File: config.mk
export PLATFORM = sky130hd
export DESIGN_NAME = greedy_word_wrap_pager_unit
export DESIGN_NICKNAME = d
export VERILOG_FILES = /design/src/design/gwwp_pkg.sv /design/src/design/gwwp_ram.sv /design/src/design/gwwp_front.sv /design/src/design/gwwp_cmd_fifo.sv /design/src/design/gwwp_back.sv /design/src/design/greedy_word_wrap_pager_unit.sv
export SDC_FILE = /design/constraint.sdc
export NUM_CORES = 1
export LEC_CHECK = 0
export ABC_AREA = 1
export BUFFER_PORTS_ARGS = -buffer_cell sky130_fd_sc_hd__buf_2
export CORE_UTILIZATION = 30
export CTS_CLUSTER_DIAMETER = 50
export DETAILED_ROUTE_END_ITERATION = 12
export GPL_TIMING_DRIVEN = 0
export PLACE_DENSITY_LB_ADDON = 0.12
export SETUP_SLACK_MARGIN = 0.1
export SLEW_MARGIN = 20
export SYNTH_ARGS = -nofsm -noshare
export SYNTH_HDL_FRONTEND = slang
export SYNTH_SLANG_ARGS = --single-unit
File: constraint.sdc
create_clock -name clk -period 5.45 [get_ports clk]
set_clock_uncertainty 0.15 [all_clocks]
set_input_delay 0 -clock clk [delete_from_list [all_inputs] [get_ports clk]]
set_output_delay 0 -clock clk [all_outputs]
set_load 0.02 [all_outputs]
File: src/design/gwwp_pkg.sv
// shared types and constants of the greedy word wrap pager
package gwwp_pkg;

    // parameter defaults
    localparam int MAX_LINE_WIDTH_DEF = 16;
    localparam int MAX_PAGES_DEF      = 32;
    localparam int MAX_ROWS_DEF       = 4;

    // covers the largest supported line width
    localparam int WORD_LEN_W = 6;

    localparam int CMD_FIFO_DEPTH = 2;

    localparam logic [7:0] SEP_CODE = 8'd32;
    localparam logic [7:0] NUL_CODE = 8'd0;

    // configuration port
    localparam int CFG_INDEX_W = 2;
    localparam int CFG_DATA_W  = 6;

    localparam logic [CFG_INDEX_W-1:0] REG_LINE_WIDTH    = 2'd0;
    localparam logic [CFG_INDEX_W-1:0] REG_ROWS_PER_PAGE = 2'd1;
    localparam logic [CFG_INDEX_W-1:0] REG_PAGE_LIMIT    = 2'd2;

    localparam logic [4:0] LINE_WIDTH_RST    = 5'd16;
    localparam logic [2:0] ROWS_PER_PAGE_RST = 3'd2;
    localparam logic [5:0] PAGE_LIMIT_RST    = 6'd20;

    typedef struct packed {
        logic [4:0] line_width;
        logic [2:0] rows_per_page;
        logic [5:0] page_limit;
    } cfg_t;

    // one closed word (or bare end of text) handed to the layout side
    typedef struct packed {
        logic                  bank;
        logic [WORD_LEN_W-1:0] len;
        logic                  too_long;
        logic                  eot;
    } cmd_t;

    // layout side is done reading a word buffer bank
    typedef struct packed {
        logic valid;
        logic bank;
    } rel_t;

endpackage

File: src/design/gwwp_ram.sv
// generic single write port ram with registered read
module gwwp_ram #(
    parameter int WIDTH = 8,
    parameter int DEPTH = 32
) (
    input  logic                     clk,
    input  logic                     we,
    input  logic [$clog2(DEPTH)-1:0] waddr,
    input  logic [WIDTH-1:0]         wdata,
    input  logic                     re,
    input  logic [$clog2(DEPTH)-1:0] raddr,
    output logic [WIDTH-1:0]         rdata
);

    logic [WIDTH-1:0] mem_reg [DEPTH];
    logic [WIDTH-1:0] rdata_reg;

    always_ff @(posedge clk)
    begin
        if (we)
        begin
            mem_reg[waddr] <= wdata;
        end
        if (re)
        begin
            rdata_reg <= mem_reg[raddr];
        end
    end

    assign rdata = rdata_reg;

endmodule

File: src/design/gwwp_front.sv
// input side: collects characters into word buffers and closes words
module gwwp_front #(
    parameter int MAX_LINE_WIDTH = gwwp_pkg::MAX_LINE_WIDTH_DEF
) (
    input  logic                                  clk,
    input  logic                                  rst_n,
    input  logic                                  in_valid,
    output logic                                  in_ready,
    input  logic [7:0]                            glyph,
    input  logic                                  end_of_text,
    output logic                                  q_push,
    output gwwp_pkg::cmd_t                        q_data,
    input  logic                                  q_full,
    input  gwwp_pkg::rel_t                        rel,
    output logic                                  ram_we,
    output logic [$clog2(2*MAX_LINE_WIDTH)-1:0]   ram_waddr,
    output logic [7:0]                            ram_wdata
);

    localparam int LW = $clog2(MAX_LINE_WIDTH + 1);
    localparam int IW = $clog2(MAX_LINE_WIDTH);
    localparam int AW = $clog2(2 * MAX_LINE_WIDTH);

    logic          bank_reg, bank_next;
    logic [LW-1:0] len_reg, len_next;
    logic          tl_reg, tl_next;
    logic [1:0]    busy_reg, busy_next;

    logic          accept;
    logic          is_sep;
    logic          has_room;
    logic          closes;
    logic [LW-1:0] len_new;
    logic          tl_new;

    assign in_ready = !q_full && !busy_reg[bank_reg];
    assign accept   = in_valid && in_ready;
    assign is_sep   = (glyph == gwwp_pkg::SEP_CODE) || (glyph == gwwp_pkg::NUL_CODE);
    assign has_room = len_reg < LW'(MAX_LINE_WIDTH);
    assign closes   = end_of_text || (is_sep && ((len_reg != '0) || tl_reg));

    always_comb
    begin
        len_new = len_reg;
        tl_new  = tl_reg;
        if (!is_sep)
        begin
            if (has_room)
            begin
                len_new = len_reg + LW'(1);
            end
            else
            begin
                tl_new = 1'b1;
            end
        end
    end

    assign q_push          = accept && closes;
    assign q_data.bank     = bank_reg;
    assign q_data.len      = gwwp_pkg::WORD_LEN_W'(len_new);
    assign q_data.too_long = tl_new;
    assign q_data.eot      = end_of_text;

    assign ram_we    = accept && !is_sep && has_room;
    assign ram_waddr = (bank_reg ? AW'(MAX_LINE_WIDTH) : AW'(0)) + AW'(len_reg[IW-1:0]);
    assign ram_wdata = glyph;

    always_comb
    begin
        bank_next = bank_reg;
        len_next  = len_reg;
        tl_next   = tl_reg;
        busy_next = busy_reg;
        if (rel.valid)
        begin
            busy_next[rel.bank] = 1'b0;
        end
        if (accept)
        begin
            if (closes)
            begin
                len_next = '0;
                tl_next  = 1'b0;
                // only a bank holding characters is locked and swapped
                if (len_new != '0)
                begin
                    busy_next[bank_reg] = 1'b1;
                    bank_next           = ~bank_reg;
                end
            end
            else
            begin
                len_next = len_new;
                tl_next  = tl_new;
            end
        end
    end

    always_ff @(posedge clk or negedge rst_n)
    begin
        if (!rst_n)
        begin
            bank_reg <= 1'b0;
            len_reg  <= '0;
            tl_reg   <= 1'b0;
            busy_reg <= '0;
        end
        else
        begin
            bank_reg <= bank_next;
            len_reg  <= len_next;
            tl_reg   <= tl_next;
            busy_reg <= busy_next;
        end
    end

endmodule

File: src/design/gwwp_cmd_fifo.sv
// short queue of closed words between input side and layout side
module gwwp_cmd_fifo (
    input  logic           clk,
    input  logic           rst_n,
    input  logic           push,
    input  gwwp_pkg::cmd_t push_data,
    output logic           full,
    input  logic           pop,
    output logic           head_valid,
    output gwwp_pkg::cmd_t head_data
);

    localparam int DEPTH = gwwp_pkg::CMD_FIFO_DEPTH;
    localparam int PW    = (DEPTH > 1) ? $clog2(DEPTH) : 1;
    localparam int CNTW  = $clog2(DEPTH + 1);

    gwwp_pkg::cmd_t  mem_reg [DEPTH];
    logic [PW-1:0]   wr_ptr_reg, wr_ptr_next;
    logic [PW-1:0]   rd_ptr_reg, rd_ptr_next;
    logic [CNTW-1:0] count_reg, count_next;
    logic            do_push, do_pop;

    assign full       = count_reg == CNTW'(DEPTH);
    assign head_valid = count_reg != '0;
    assign head_data  = mem_reg[rd_ptr_reg];
    assign do_push    = push && !full;
    assign do_pop     = pop && head_valid;

    always_comb
    begin
        wr_ptr_next = wr_ptr_reg;
        rd_ptr_next = rd_ptr_reg;
        count_next  = count_reg;
        if (do_push)
        begin
            wr_ptr_next = (wr_ptr_reg == PW'(DEPTH - 1)) ? '0 : wr_ptr_reg + PW'(1);
        end
        if (do_pop)
        begin
            rd_ptr_next = (rd_ptr_reg == PW'(DEPTH - 1)) ? '0 : rd_ptr_reg + PW'(1);
        end
        if (do_push && !do_pop)
        begin
            count_next = count_reg + CNTW'(1);
        end
        else if (do_pop && !do_push)
        begin
            count_next = count_reg - CNTW'(1);
        end
    end

    always_ff @(posedge clk)
    begin
        if (do_push)
        begin
            mem_reg[wr_ptr_reg] <= push_data;
        end
    end

    always_ff @(posedge clk or negedge rst_n)
    begin
        if (!rst_n)
        begin
            wr_ptr_reg <= '0;
            rd_ptr_reg <= '0;
            count_reg  <= '0;
        end
        else
        begin
            wr_ptr_reg <= wr_ptr_next;
            rd_ptr_reg <= rd_ptr_next;
            count_reg  <= count_next;
        end
    end

endmodule

File: src/design/gwwp_back.sv
// layout side: places closed words on the page grid and emits cells
module gwwp_back #(
    parameter int MAX_LINE_WIDTH = gwwp_pkg::MAX_LINE_WIDTH_DEF,
    parameter int MAX_PAGES      = gwwp_pkg::MAX_PAGES_DEF,
    parameter int MAX_ROWS       = gwwp_pkg::MAX_ROWS_DEF
) (
    input  logic                                clk,
    input  logic                                rst_n,
    input  gwwp_pkg::cfg_t                      cfg,
    input  logic                                q_valid,
    input  gwwp_pkg::cmd_t                      q_data,
    output logic                                q_pop,
    output gwwp_pkg::rel_t                      rel,
    output logic                                ram_re,
    output logic [$clog2(2*MAX_LINE_WIDTH)-1:0] ram_raddr,
    input  logic [7:0]                          ram_rdata,
    output logic                                out_valid,
    input  logic                                out_ready,
    output logic [4:0]                          page_index,
    output logic [1:0]                          row_index,
    output logic [3:0]                          column_index,
    output logic [7:0]                          cell_char,
    output logic                                is_summary,
    output logic [5:0]                          page_count,
    output logic                                overflow,
    output logic                                last
);

    localparam int CW   = $clog2(MAX_LINE_WIDTH + 1);
    localparam int SUMW = CW + 2;
    localparam int IW   = $clog2(MAX_LINE_WIDTH);
    localparam int AW   = $clog2(2 * MAX_LINE_WIDTH);
    localparam int RW   = $clog2(MAX_ROWS + 1);
    localparam int RCW  = ((RW > 3) ? RW : 3) + 1;
    localparam int PW   = $clog2(MAX_PAGES + 1);
    localparam int PCW  = ((PW > 6) ? PW : 6) + 1;

    typedef enum logic [5:0] {
        B_IDLE  = 6'b000001,
        B_PLACE = 6'b000010,
        B_SEP   = 6'b000100,
        B_RD    = 6'b001000,
        B_EMIT  = 6'b010000,
        B_SUM   = 6'b100000
    } back_state_t;

    back_state_t     state_reg, state_next;
    gwwp_pkg::cmd_t  cmd_reg, cmd_next;
    logic [CW-1:0]   col_reg, col_next;
    logic [RW-1:0]   row_reg, row_next;
    logic [PW-1:0]   page_reg, page_next;
    logic            placed_reg, placed_next;
    logic            dropped_reg, dropped_next;
    logic [IW-1:0]   idx_reg, idx_next;

    logic            ov_reg, ov_next;
    logic [4:0]      opage_reg, opage_next;
    logic [1:0]      orow_reg, orow_next;
    logic [3:0]      ocol_reg, ocol_next;
    logic [7:0]      ochar_reg, ochar_next;
    logic            osum_reg, osum_next;
    logic [5:0]      ocount_reg, ocount_next;
    logic            oovf_reg, oovf_next;
    logic            olast_reg, olast_next;

    // effective configuration
    logic [SUMW-1:0] lw_cfg, lw_eff;
    logic [RCW-1:0]  rows_cfg, rows_eff;
    logic [PCW-1:0]  pl_cfg, pl_eff;

    // placement of the held word
    logic [CW-1:0]   w;
    logic            sep;
    logic [SUMW-1:0] span;
    logic            wrap;
    logic [RCW-1:0]  row_inc;
    logic            row_wrap;
    logic [PCW-1:0]  pg_n;
    logic [RCW-1:0]  row_n;
    logic            is_empty;
    logic            long_drop;
    logic            page_drop;
    logic            out_free;
    logic            last_char;

    assign lw_cfg   = SUMW'(cfg.line_width);
    assign lw_eff   = (lw_cfg < SUMW'(MAX_LINE_WIDTH)) ? lw_cfg : SUMW'(MAX_LINE_WIDTH);
    assign rows_cfg = RCW'(cfg.rows_per_page);
    assign rows_eff = (rows_cfg == '0) ? RCW'(1)
                    : ((rows_cfg > RCW'(MAX_ROWS)) ? RCW'(MAX_ROWS) : rows_cfg);
    assign pl_cfg   = PCW'(cfg.page_limit);
    assign pl_eff   = (pl_cfg < PCW'(MAX_PAGES)) ? pl_cfg : PCW'(MAX_PAGES);

    assign w         = CW'(cmd_reg.len);
    assign sep       = col_reg != '0;
    assign span      = SUMW'(col_reg) + SUMW'(sep) + SUMW'(w);
    assign wrap      = span > lw_eff;
    assign row_inc   = RCW'(row_reg) + RCW'(1);
    assign row_wrap  = wrap && (row_inc >= rows_eff);
    assign pg_n      = PCW'(page_reg) + PCW'(row_wrap);
    assign row_n     = wrap ? (row_wrap ? '0 : row_inc) : RCW'(row_reg);
    assign is_empty  = (w == '0) && !cmd_reg.too_long;
    assign long_drop = cmd_reg.too_long || (SUMW'(w) > lw_eff);
    assign page_drop = pg_n >= pl_eff;
    assign out_free  = !ov_reg || out_ready;
    assign last_char = (CW'(idx_reg) + CW'(1)) == w;

    assign ram_raddr = (cmd_reg.bank ? AW'(MAX_LINE_WIDTH) : AW'(0)) + AW'(idx_reg);

    always_comb
    begin
        state_next   = state_reg;
        cmd_next     = cmd_reg;
        col_next     = col_reg;
        row_next     = row_reg;
        page_next    = page_reg;
        placed_next  = placed_reg;
        dropped_next = dropped_reg;
        idx_next     = idx_reg;
        ov_next      = ov_reg && !out_ready;
        opage_next   = opage_reg;
        orow_next    = orow_reg;
        ocol_next    = ocol_reg;
        ochar_next   = ochar_reg;
        osum_next    = osum_reg;
        ocount_next  = ocount_reg;
        oovf_next    = oovf_reg;
        olast_next   = olast_reg;
        q_pop        = 1'b0;
        rel.valid    = 1'b0;
        rel.bank     = cmd_reg.bank;
        ram_re       = 1'b0;

        unique case (state_reg)
            B_IDLE:
            begin
                if (q_valid)
                begin
                    cmd_next   = q_data;
                    q_pop      = 1'b1;
                    state_next = B_PLACE;
                end
            end
            B_PLACE:
            begin
                idx_next = '0;
                if (is_empty)
                begin
                    state_next = cmd_reg.eot ? B_SUM : B_IDLE;
                end
                else if (long_drop)
                begin
                    dropped_next = 1'b1;
                    rel.valid    = 1'b1;
                    state_next   = cmd_reg.eot ? B_SUM : B_IDLE;
                end
                else if (page_drop)
                begin
                    // pin the cursor so every later word of the text drops too
                    dropped_next = 1'b1;
                    row_next     = RW'(rows_eff - RCW'(1));
                    col_next     = CW'(MAX_LINE_WIDTH);
                    rel.valid    = 1'b1;
                    state_next   = cmd_reg.eot ? B_SUM : B_IDLE;
                end
                else
                begin
                    page_next   = PW'(pg_n);
                    row_next    = RW'(row_n);
                    col_next    = wrap ? '0 : col_reg;
                    placed_next = 1'b1;
                    state_next  = (sep && !wrap) ? B_SEP : B_RD;
                end
            end
            B_SEP:
            begin
                if (out_free)
                begin
                    ov_next     = 1'b1;
                    opage_next  = 5'(page_reg);
                    orow_next   = 2'(row_reg);
                    ocol_next   = 4'(col_reg);
                    ochar_next  = gwwp_pkg::SEP_CODE;
                    osum_next   = 1'b0;
                    ocount_next = '0;
                    oovf_next   = 1'b0;
                    olast_next  = 1'b0;
                    col_next    = col_reg + CW'(1);
                    state_next  = B_RD;
                end
            end
            B_RD:
            begin
                ram_re     = 1'b1;
                state_next = B_EMIT;
            end
            B_EMIT:
            begin
                if (out_free)
                begin
                    ov_next     = 1'b1;
                    opage_next  = 5'(page_reg);
                    orow_next   = 2'(row_reg);
                    ocol_next   = 4'(col_reg);
                    ochar_next  = ram_rdata;
                    osum_next   = 1'b0;
                    ocount_next = '0;
                    oovf_next   = 1'b0;
                    olast_next  = last_char && !cmd_reg.eot;
                    col_next    = col_reg + CW'(1);
                    idx_next    = idx_reg + IW'(1);
                    if (last_char)
                    begin
                        rel.valid  = 1'b1;
                        state_next = cmd_reg.eot ? B_SUM : B_IDLE;
                    end
                    else
                    begin
                        state_next = B_RD;
                    end
                end
            end
            B_SUM:
            begin
                if (out_free)
                begin
                    ov_next      = 1'b1;
                    opage_next   = '0;
                    orow_next    = '0;
                    ocol_next    = '0;
                    ochar_next   = '0;
                    osum_next    = 1'b1;
                    ocount_next  = placed_reg ? 6'(PCW'(page_reg) + PCW'(1)) : '0;
                    oovf_next    = dropped_reg;
                    olast_next   = 1'b1;
                    // start a fresh text
                    col_next     = '0;
                    row_next     = '0;
                    page_next    = '0;
                    placed_next  = 1'b0;
                    dropped_next = 1'b0;
                    state_next   = B_IDLE;
                end
            end
            default:
            begin
                state_next = B_IDLE;
            end
        endcase
    end

    always_ff @(posedge clk or negedge rst_n)
    begin
        if (!rst_n)
        begin
            state_reg   <= B_IDLE;
            col_reg     <= '0;
            row_reg     <= '0;
            page_reg    <= '0;
            placed_reg  <= 1'b0;
            dropped_reg <= 1'b0;
            ov_reg      <= 1'b0;
        end
        else
        begin
            state_reg   <= state_next;
            col_reg     <= col_next;
            row_reg     <= row_next;
            page_reg    <= page_next;
            placed_reg  <= placed_next;
            dropped_reg <= dropped_next;
            ov_reg      <= ov_next;
        end
    end

    always_ff @(posedge clk)
    begin
        cmd_reg    <= cmd_next;
        idx_reg    <= idx_next;
        opage_reg  <= opage_next;
        orow_reg   <= orow_next;
        ocol_reg   <= ocol_next;
        ochar_reg  <= ochar_next;
        osum_reg   <= osum_next;
        ocount_reg <= ocount_next;
        oovf_reg   <= oovf_next;
        olast_reg  <= olast_next;
    end

    assign out_valid    = ov_reg;
    assign page_index   = opage_reg;
    assign row_index    = orow_reg;
    assign column_index = ocol_reg;
    assign cell_char    = ochar_reg;
    assign is_summary   = osum_reg;
    assign page_count   = ocount_reg;
    assign overflow     = oovf_reg;
    assign last         = olast_reg;

endmodule

File: src/design/greedy_word_wrap_pager_unit.sv
// Greedy word wrap pager. Characters enter on the input channel, one per transaction, and
// are gathered into one of two word buffers; a space or null closes a word, end_of_text
// closes the text. Closed words queue up (two deep) for the layout side, which emits one
// transaction per placed cell (separating space first) and one summary transaction per text.
// The input side takes a character every cycle while a word buffer is free and the queue is
// not full. For each word the layout side takes it from the queue and places it, emits the
// separating space, then reads each character from the word buffer ram and loads it into
// the output register; it ends each text with the summary. Back pressure on the output
// holds the layout side only; configuration takes effect for the next word placed.
module greedy_word_wrap_pager_unit #(
    parameter int MAX_LINE_WIDTH = gwwp_pkg::MAX_LINE_WIDTH_DEF,
    parameter int MAX_PAGES      = gwwp_pkg::MAX_PAGES_DEF,
    parameter int MAX_ROWS       = gwwp_pkg::MAX_ROWS_DEF
) (
    input  logic                             clk,
    input  logic                             rst_n,
    input  logic                             cfg_write,
    input  logic [gwwp_pkg::CFG_INDEX_W-1:0] cfg_index,
    input  logic [gwwp_pkg::CFG_DATA_W-1:0]  cfg_data,
    input  logic                             in_valid,
    output logic                             in_ready,
    input  logic [7:0]                       glyph,
    input  logic                             end_of_text,
    output logic                             out_valid,
    input  logic                             out_ready,
    output logic [4:0]                       page_index,
    output logic [1:0]                       row_index,
    output logic [3:0]                       column_index,
    output logic [7:0]                       cell_char,
    output logic                             is_summary,
    output logic [5:0]                       page_count,
    output logic                             overflow,
    output logic                             last
);

    localparam int AW = $clog2(2 * MAX_LINE_WIDTH);

    gwwp_pkg::cfg_t cfg_reg;
    gwwp_pkg::cmd_t push_data;
    gwwp_pkg::cmd_t head_data;
    gwwp_pkg::rel_t rel;
    logic           push, full, pop, head_valid;
    logic           ram_we, ram_re;
    logic [AW-1:0]  ram_waddr, ram_raddr;
    logic [7:0]     ram_wdata, ram_rdata;

    always_ff @(posedge clk or negedge rst_n)
    begin
        if (!rst_n)
        begin
            cfg_reg.line_width    <= gwwp_pkg::LINE_WIDTH_RST;
            cfg_reg.rows_per_page <= gwwp_pkg::ROWS_PER_PAGE_RST;
            cfg_reg.page_limit    <= gwwp_pkg::PAGE_LIMIT_RST;
        end
        else if (cfg_write)
        begin
            unique case (cfg_index)
                gwwp_pkg::REG_LINE_WIDTH:    cfg_reg.line_width    <= cfg_data[4:0];
                gwwp_pkg::REG_ROWS_PER_PAGE: cfg_reg.rows_per_page <= cfg_data[2:0];
                gwwp_pkg::REG_PAGE_LIMIT:    cfg_reg.page_limit    <= cfg_data;
                default:
                begin
                end
            endcase
        end
    end

    gwwp_front #(
        .MAX_LINE_WIDTH (MAX_LINE_WIDTH)
    ) u_front (
        .clk         (clk),
        .rst_n       (rst_n),
        .in_valid    (in_valid),
        .in_ready    (in_ready),
        .glyph       (glyph),
        .end_of_text (end_of_text),
        .q_push      (push),
        .q_data      (push_data),
        .q_full      (full),
        .rel         (rel),
        .ram_we      (ram_we),
        .ram_waddr   (ram_waddr),
        .ram_wdata   (ram_wdata)
    );

    gwwp_cmd_fifo u_fifo (
        .clk        (clk),
        .rst_n      (rst_n),
        .push       (push),
        .push_data  (push_data),
        .full       (full),
        .pop        (pop),
        .head_valid (head_valid),
        .head_data  (head_data)
    );

    // two word buffers, one per bank
    gwwp_ram #(
        .WIDTH (8),
        .DEPTH (2 * MAX_LINE_WIDTH)
    ) u_word_ram (
        .clk   (clk),
        .we    (ram_we),
        .waddr (ram_waddr),
        .wdata (ram_wdata),
        .re    (ram_re),
        .raddr (ram_raddr),
        .rdata (ram_rdata)
    );

    gwwp_back #(
        .MAX_LINE_WIDTH (MAX_LINE_WIDTH),
        .MAX_PAGES      (MAX_PAGES),
        .MAX_ROWS       (MAX_ROWS)
    ) u_back (
        .clk          (clk),
        .rst_n        (rst_n),
        .cfg          (cfg_reg),
        .q_valid      (head_valid),
        .q_data       (head_data),
        .q_pop        (pop),
        .rel          (rel),
        .ram_re       (ram_re),
        .ram_raddr    (ram_raddr),
        .ram_rdata    (ram_rdata),
        .out_valid    (out_valid),
        .out_ready    (out_ready),
        .page_index   (page_index),
        .row_index    (row_index),
        .column_index (column_index),
        .cell_char    (cell_char),
        .is_summary   (is_summary),
        .page_count   (page_count),
        .overflow     (overflow),
        .last         (last)
    );

endmodule

### Yosys cells after proc, flatten, opt, wreduce, memory -nomap -nowiden

Memories as Yosys holds them, arrays and structs flattened. A register that Yosys moved wholly into a read port is not among the register bits.
Index checks and enable logic that the tools add are counted.
W data, S select, Z words.

* $add $sub $neg: 16
* $lt $le $gt $ge: 12
* equal/unequal tests: 21
* muxes and demuxes: 103
* bitwise logic cells: 4
* reduce and logical (&&, ||, !) cells: 61

Operators by type and width (number)
* $mux W6: 16
* $mux W5: 13
* $pmux W6 S6: 1
* $mux W1: 33
* $mux W3: 8
* $mux W8: 3
* $pmux W6 S2: 2
* $pmux W8 S3: 1
* $logic_and A1 B1 Y1: 17
* $mux W2: 8
* $mux W4: 4
* $pmux W4 S2: 2
* $pmux W5 S3: 1
* $reduce_bool A5 Y1: 3
* $reduce_and A4 Y1: 3
* $add A5 B1 Y5 const B: 2
* $add A5 B4 Y5: 2
* $logic_not A1 Y1: 10
* $lt A5 B5 Y1 const B: 2
* $pmux W1 S2: 5
* $pmux W5 S2: 1
* $reduce_and A2 Y1: 5
* $reduce_and A5 Y1: 2
* $reduce_bool A2 Y1: 5
* 50 further kinds: 68

* register bits: 82
* memory bits (writable): 272
* input bits: 22
* output and inout bits: 30
* word-level logic and storage cells: 245
* memories: 2

Memories
* u_word_ram.mem_reg: depth 32, bits a word 8, read ports 1, clocked after memory_dff 1, wr ports 1, RTL line gwwp_ram.sv:15 `logic [WIDTH-1:0] mem_reg [DEPTH];`
* u_fifo.mem_reg: depth 2, bits a word 8, read ports 1, clocked after memory_dff 1, wr ports 1, RTL line gwwp_cmd_fifo.sv:17 `gwwp_pkg::cmd_t mem_reg [DEPTH];`

### Depth between registers and ports, before layout

* word-level depth: 16
* mapped depth: 34
* mapped depth without buffers: 34

### Cells and area by module

From an unflattened synthesis, not the netlist that was laid out.

* cells, all modules: 1624
* area total of the unflattened synthesis: 17215.3 um^2

Modules (own cells, without submodules)
* gwwp_ram: instances 1, cells each 922, area an instance 10866.7 um^2, seq. area each 7927.6 um^2
* gwwp_back: instances 1, cells each 438, area an instance 3998.8 um^2, seq. area each 1778.0 um^2
* gwwp_cmd_fifo: instances 1, cells each 78, area an instance 892.1 um^2, seq. area each 640.6 um^2
* gwwp_front: instances 1, cells each 121, area an instance 832.0 um^2, seq. area each 225.2 um^2
* greedy_word_wrap_pager_unit: instances 1, cells each 65, area an instance 625.6 um^2, seq. area each 355.3 um^2

### Worst setup path after synthesis

No wires, ideal clock.

* path type: reg-to-reg
* from: register u_back.col_reg[0]
* to: register u_back.row_reg[1]
* setup time: 0.116 ns
* arrival: 4.546 ns
* data required time: 5.184 ns
* slack: 0.638 ns
* cell stages (with the launch flop): 35
* buffers on the path: 0
* clock period less this slack: 4.812 ns
* path through: dfrtp_1 inv_1 ha_1 nand3_1 nor2_1 fa_1 fa_1 o21ai_0 xor2_1 ha_1 nand2_1 inv_1 nand2_1 nand2_1 nand2_1 nand3_1 nand2_1 inv_1 ha_1 ha_1 nand2_4 o21ai_0 o21ai_0 inv_1 ha_1 a21oi_1 o211ai_2 inv_1 nand3_2 inv_2 nand3_2 nand3_2 inv_2 nand2_1 nand2_1

* word-level cells in the longest chain between the ends: 11
* elaborated cells on any way between the ends: 15
* classes of those cells: add/sub (3); order compare (2); eq/ne (1); mux (6); reduce/logical (3)

RTL lines
* start, declared: RTL line gwwp_back.sv:49 `logic [CW-1:0] col_reg, col_next;`
* start signal, assigned: RTL line gwwp_back.sv:267 `col_reg <= col_next;`
* $reduce_bool A5 Y1: RTL line gwwp_back.sv:95 `assign sep = col_reg != '0;`
* $add A5 B1 Y6 *: RTL line gwwp_back.sv:96 `assign span = SUMW'(col_reg) + SUMW'(sep) + SUMW'(w);`
* $add A6 B5 Y7 *: RTL line gwwp_back.sv:96
* $gt A7 B7 Y1 *: RTL line gwwp_back.sv:97 `assign wrap = span > lw_eff;`
* $logic_and A1 B1 Y1: RTL line gwwp_back.sv:99 `assign row_wrap = wrap && (row_inc >= rows_eff);`
* $add A6 B1 Y7 / $mux W3 (equally long branches): RTL line gwwp_back.sv:100, gwwp_back.sv:101
* $ge A7 B7 Y1 / $mux W3 (equally long branches): RTL line gwwp_back.sv:104, gwwp_back.sv:101
* $mux W3: RTL line gwwp_back.sv:157 `else if (page_drop)`
* $mux W3: RTL line gwwp_back.sv:151 `else if (long_drop)`
* $mux W3: RTL line gwwp_back.sv:147 `if (is_empty)`
* $pmux W3 S2: RTL line gwwp_back.sv:134 `unique case (state_reg)`
* end signal, assigned: RTL line gwwp_back.sv:268 `row_reg <= row_next;`
* end, declared: RTL line gwwp_back.sv:50 `logic [RW-1:0] row_reg, row_next;`

Every way passes the cells marked *; elsewhere a longest branch is shown, timed or not. The select of a mux whose other input is x is not followed.
A chain may end at the register's enable or synchronous reset.

### Final worst setup path

* from: register u_back.col_reg[0]
* to: register u_back.page_reg[3]

* word-level cells in the longest chain between the ends: 10
* elaborated cells on any way between the ends: 13
* classes of those cells: add/sub (3); order compare (2); eq/ne (1); mux (4); reduce/logical (3)

RTL lines
* $reduce_bool A5 Y1: RTL line gwwp_back.sv:95
* $add A5 B1 Y6 *: RTL line gwwp_back.sv:96
* $add A6 B5 Y7 *: RTL line gwwp_back.sv:96
* $gt A7 B7 Y1 *: RTL line gwwp_back.sv:97
* $logic_and A1 B1 Y1 *: RTL line gwwp_back.sv:99
* $add A6 B1 Y7 *: RTL line gwwp_back.sv:100 `assign pg_n = PCW'(page_reg) + PCW'(row_wrap);`
* parallel branches: the longest is 4 deep, another holds $ge A7 B7 Y1
* end signal, assigned: RTL line gwwp_back.sv:269 `page_reg <= page_next;`
* end, declared: RTL line gwwp_back.sv:51 `logic [PW-1:0] page_reg, page_next;`

Mark *: on every way between the ends. The select of a mux whose other input is x is not followed.

==> results by group <==
Final layout
  • Layout cell share with drive strength beyond 1: 16.6%
  • Commonest non-fill, non-tap cells in the layout: edfxtp_1, nor2_1, nand2_1, o21ai_0, inv_1
  • Fill cell count: 5231
  • Total Nets Final: 1588
  • Multi-input logic area: 4720 sq um
  • Fin cells: 2258
  • Inserted Diodes: 0
  • Most common cell after layout, fill and taps aside: edfxtp_1
  • Max reg flops: 256
  • Area delta synth->final: 20.2%
  • FF+latch area: 10900 sq um

Setup path
  • Most used cell, CP: nand2_1
  • Worst stage delay on the critical path: 0.36 ns
  • WS Path Type: reg2reg
  • CP endpoint kind: register
  • Crit-path max FO: 10
  • Worst path slowest cell: dfrtp_1
  • CP startpoint kind: register
  • Critical Path RT: 5.78 ns
  • CP arrival: 5.35 ns

Timing
  • Hold WS: 0.0735 ns
  • Final setup violation count: 0
  • Total negative slack: 0 ns
  • Final Slew Violations: 0
  • Hold Vio Cnt, Final: 0
  • Unrepaired setup endpoints after global routing: false
  • Fmax: 0.199 GHz
  • Final Critical Period: 5.02 ns
  • Worst Tran Pin Value: 1.06 ns
  • Slew HR: 29.0%
  • Final worst path period share: 92.1%

Power
  • Combinational Power Share: 28.1%
  • Internal power: 6320 uW
  • Net Sw Frac: 34.6%
  • Max VDD drop: 0.220 mV
  • Static leakage: 0.00723 uW
  • Switch Pwr: 3350 uW
  • Clock power share: 35.4%
  • Sequential power share: 36.6%
  • PwrDens: 496 nW/um^2

Detailed routing
  • Routed wire per std cell: 20.5 um
  • Initial DRC Count: 753
  • Detailed Routing Iterations Pass 1: 4
  • Via count: 11000
  • Vias per cell: 4.87
  • Remaining DRCs: 0
  • Final ANT Viol Nets: 0
  • Total Wirelength: 46.3 mm

CTS
  • CTS tree: yes
  • TritonCTS Buffers: 53
  • Clk buf depth: 3
  • Root buf cell: clkbuf_16
  • CTS clk-pin slew, worst paths: 0.05 ns
  • CTS sink cnt: 370
  • CTS H-tree lvls: 2
  • Clk_lat worst skew: 0.60 ns

Global route
  • Vias in the first global route: 11000
  • Largest net degree at the start of global routing: 46
  • Gr usage total: 16.8%
  • GRT Residual Overflow: 0
  • Initial antenna violation count: 0
  • First-pass GRT wire length: 69.5 mm

Logic synthesis
  • Avg Inst Size Synth: 11.7 sq um
  • Share of synthesized registers carrying an async set or reset: 13.5%
  • #FFs+latches synth: 370
  • Post-Syn Nets: 1449
  • Post-synth EDFFs: 320
  • Mapped cell area: 16200 sq um
  • Yosys cell types: 53
  • Synth Warn #: 0
  • Top_reg_cell synth: edfxtp_1
  • Cells after Synth: 1389
  • Sequential fraction of the synthesis area: 67.0%

Run
  • Max-cap viol count: 0

Floorplan
  • Core area: 53000 sq um
  • # IOs: 52
  • Die area: 55000 sq um
  • Die X-Extent: 235 um
  • Core Rows: 84
  • Initial Util: 30.6%
  • Die Ht: 235 um

Placement
  • DP Wirelength: 30.5 mm
  • Port Buf Inserts: 51
  • Dpl cells: 2128
  • GPL Wtd Cong: 0.807

Worst hold path
  • Hold Crit Class: in2reg

Outcome
  • Status: complete, no violations
## area by class of cell
cell class	instances	share of cell area (%)
well taps	688	4.41
flip-flops and latches	370	55.7
multi-input cells	849	24.2
repair buffers	83	3.00
clock buffers	64	7.11
plain buffers	59	1.49
inverters	112	2.18
clock inverters	33	1.87
## synth_stat cells, types with 7 or more instances
library cell | n | area share [%]
nor2_1 | 216 | 5.0
nand2_2 | 8 | 0.31
o21ai_0 | 144 | 4.4
inv_1 | 97 | 2.2
o22ai_1 | 61 | 2.4
nand3_1 | 40 | 1.2
o21ai_1 | 18 | 0.56
inv_2 | 14 | 0.32
a21oi_1 | 34 | 1.0
dfrtp_1 | 45 | 6.9
nand4_1 | 14 | 0.54
mux2_2 | 8 | 0.56
clkbuf_1 | 28 | 0.65
edfxtp_1 | 320 | 59
o21ai_2 | 7 | 0.38
ha_1 | 36 | 2.8
nand2_1 | 168 | 3.9
o221ai_1 | 24 | 1.3
buf_2 | 21 | 0.65
xor2_1 | 14 | 0.76
## stage by stage
stage,instance area (sq um),util [%],setup slack [ns],power [uW]
floorplan,16200,-,0.638,5290
global placement,17300,32.7,-0.118,6200
detailed placement,17300,32.8,-0.116,6220
CTS,19400,36.7,0.118,9700
global route,19500,36.8,0.112,10200
finish,19500,36.8,0.432,9670
## timing repair
item | in CTS | in global routing
endpoints found under the hold margin | 350 | 0
cloned | 0 | 1
hold buffers | 28 | 0
resized for setup | 5 | 12
pin swaps | 0 | 3
setup endpoints to repair | 21 | 22
setup buffers | 2 | 2
## final timing paths
path,start,end,slack (ns),cells after the start
max in group asynchronous,rst_n,u_front.len_reg[2],4.45,4
worst min register to register,u_front.bank_reg,u_fifo.mem_reg[1][7],0.33,0
min in group asynchronous,rst_n,cfg_reg[13],0.39,3
worst max register to register,u_back.col_reg[0],u_back.page_reg[3],0.43,33
worst max-delay path,u_back.col_reg[0],u_back.page_reg[3],0.43,33
worst min-delay path,end_of_text,u_fifo.mem_reg[0][0],0.07,2
## kinds of logic after synthesis
family / synth area share (%)
adder cells (fa/ha/maj): 3.02
buffers and inverters: 4.39
XOR/XNOR: 1.03
AO/OA/AOI/OAI: 10.7
AND/OR/NAND/NOR: 13.4
flip-flops: 67.0
multiplexers: 0.555
## power by group through the flow
stage               combinational (uW)  sequential, uW  clock (uW)
finish                            2710            3540        3420
global route                      3020            3560        3600
CTS                               2670            3540        3490
detailed placement                2620            3600           0
global placement                  2600            3590           0
floorplan                         1730            3560           0
## worst max-delay path: cells and delay by family, from the launching register on
kind / cells / cell delay [ns]
AOI/OAI and AO/OA: 6 / 0.63
xor gates and xnor gates: 1 / 0.20
adders and majority gates: 7 / 1.94
buffers and inverters: 5 / 0.42
DFF: 1 / 0.36
and+or+nand+nor: 14 / 1.21
## metal layers
metal | track usage [%] | wire length (um)
met2 | 26.4 | 20800
met5 | 0 | 0
met3 | 3.47 | 2600
met4 | 5.78 | 1300
met1 | 23.1 | 21500
(Power assumes the default switching activity.)
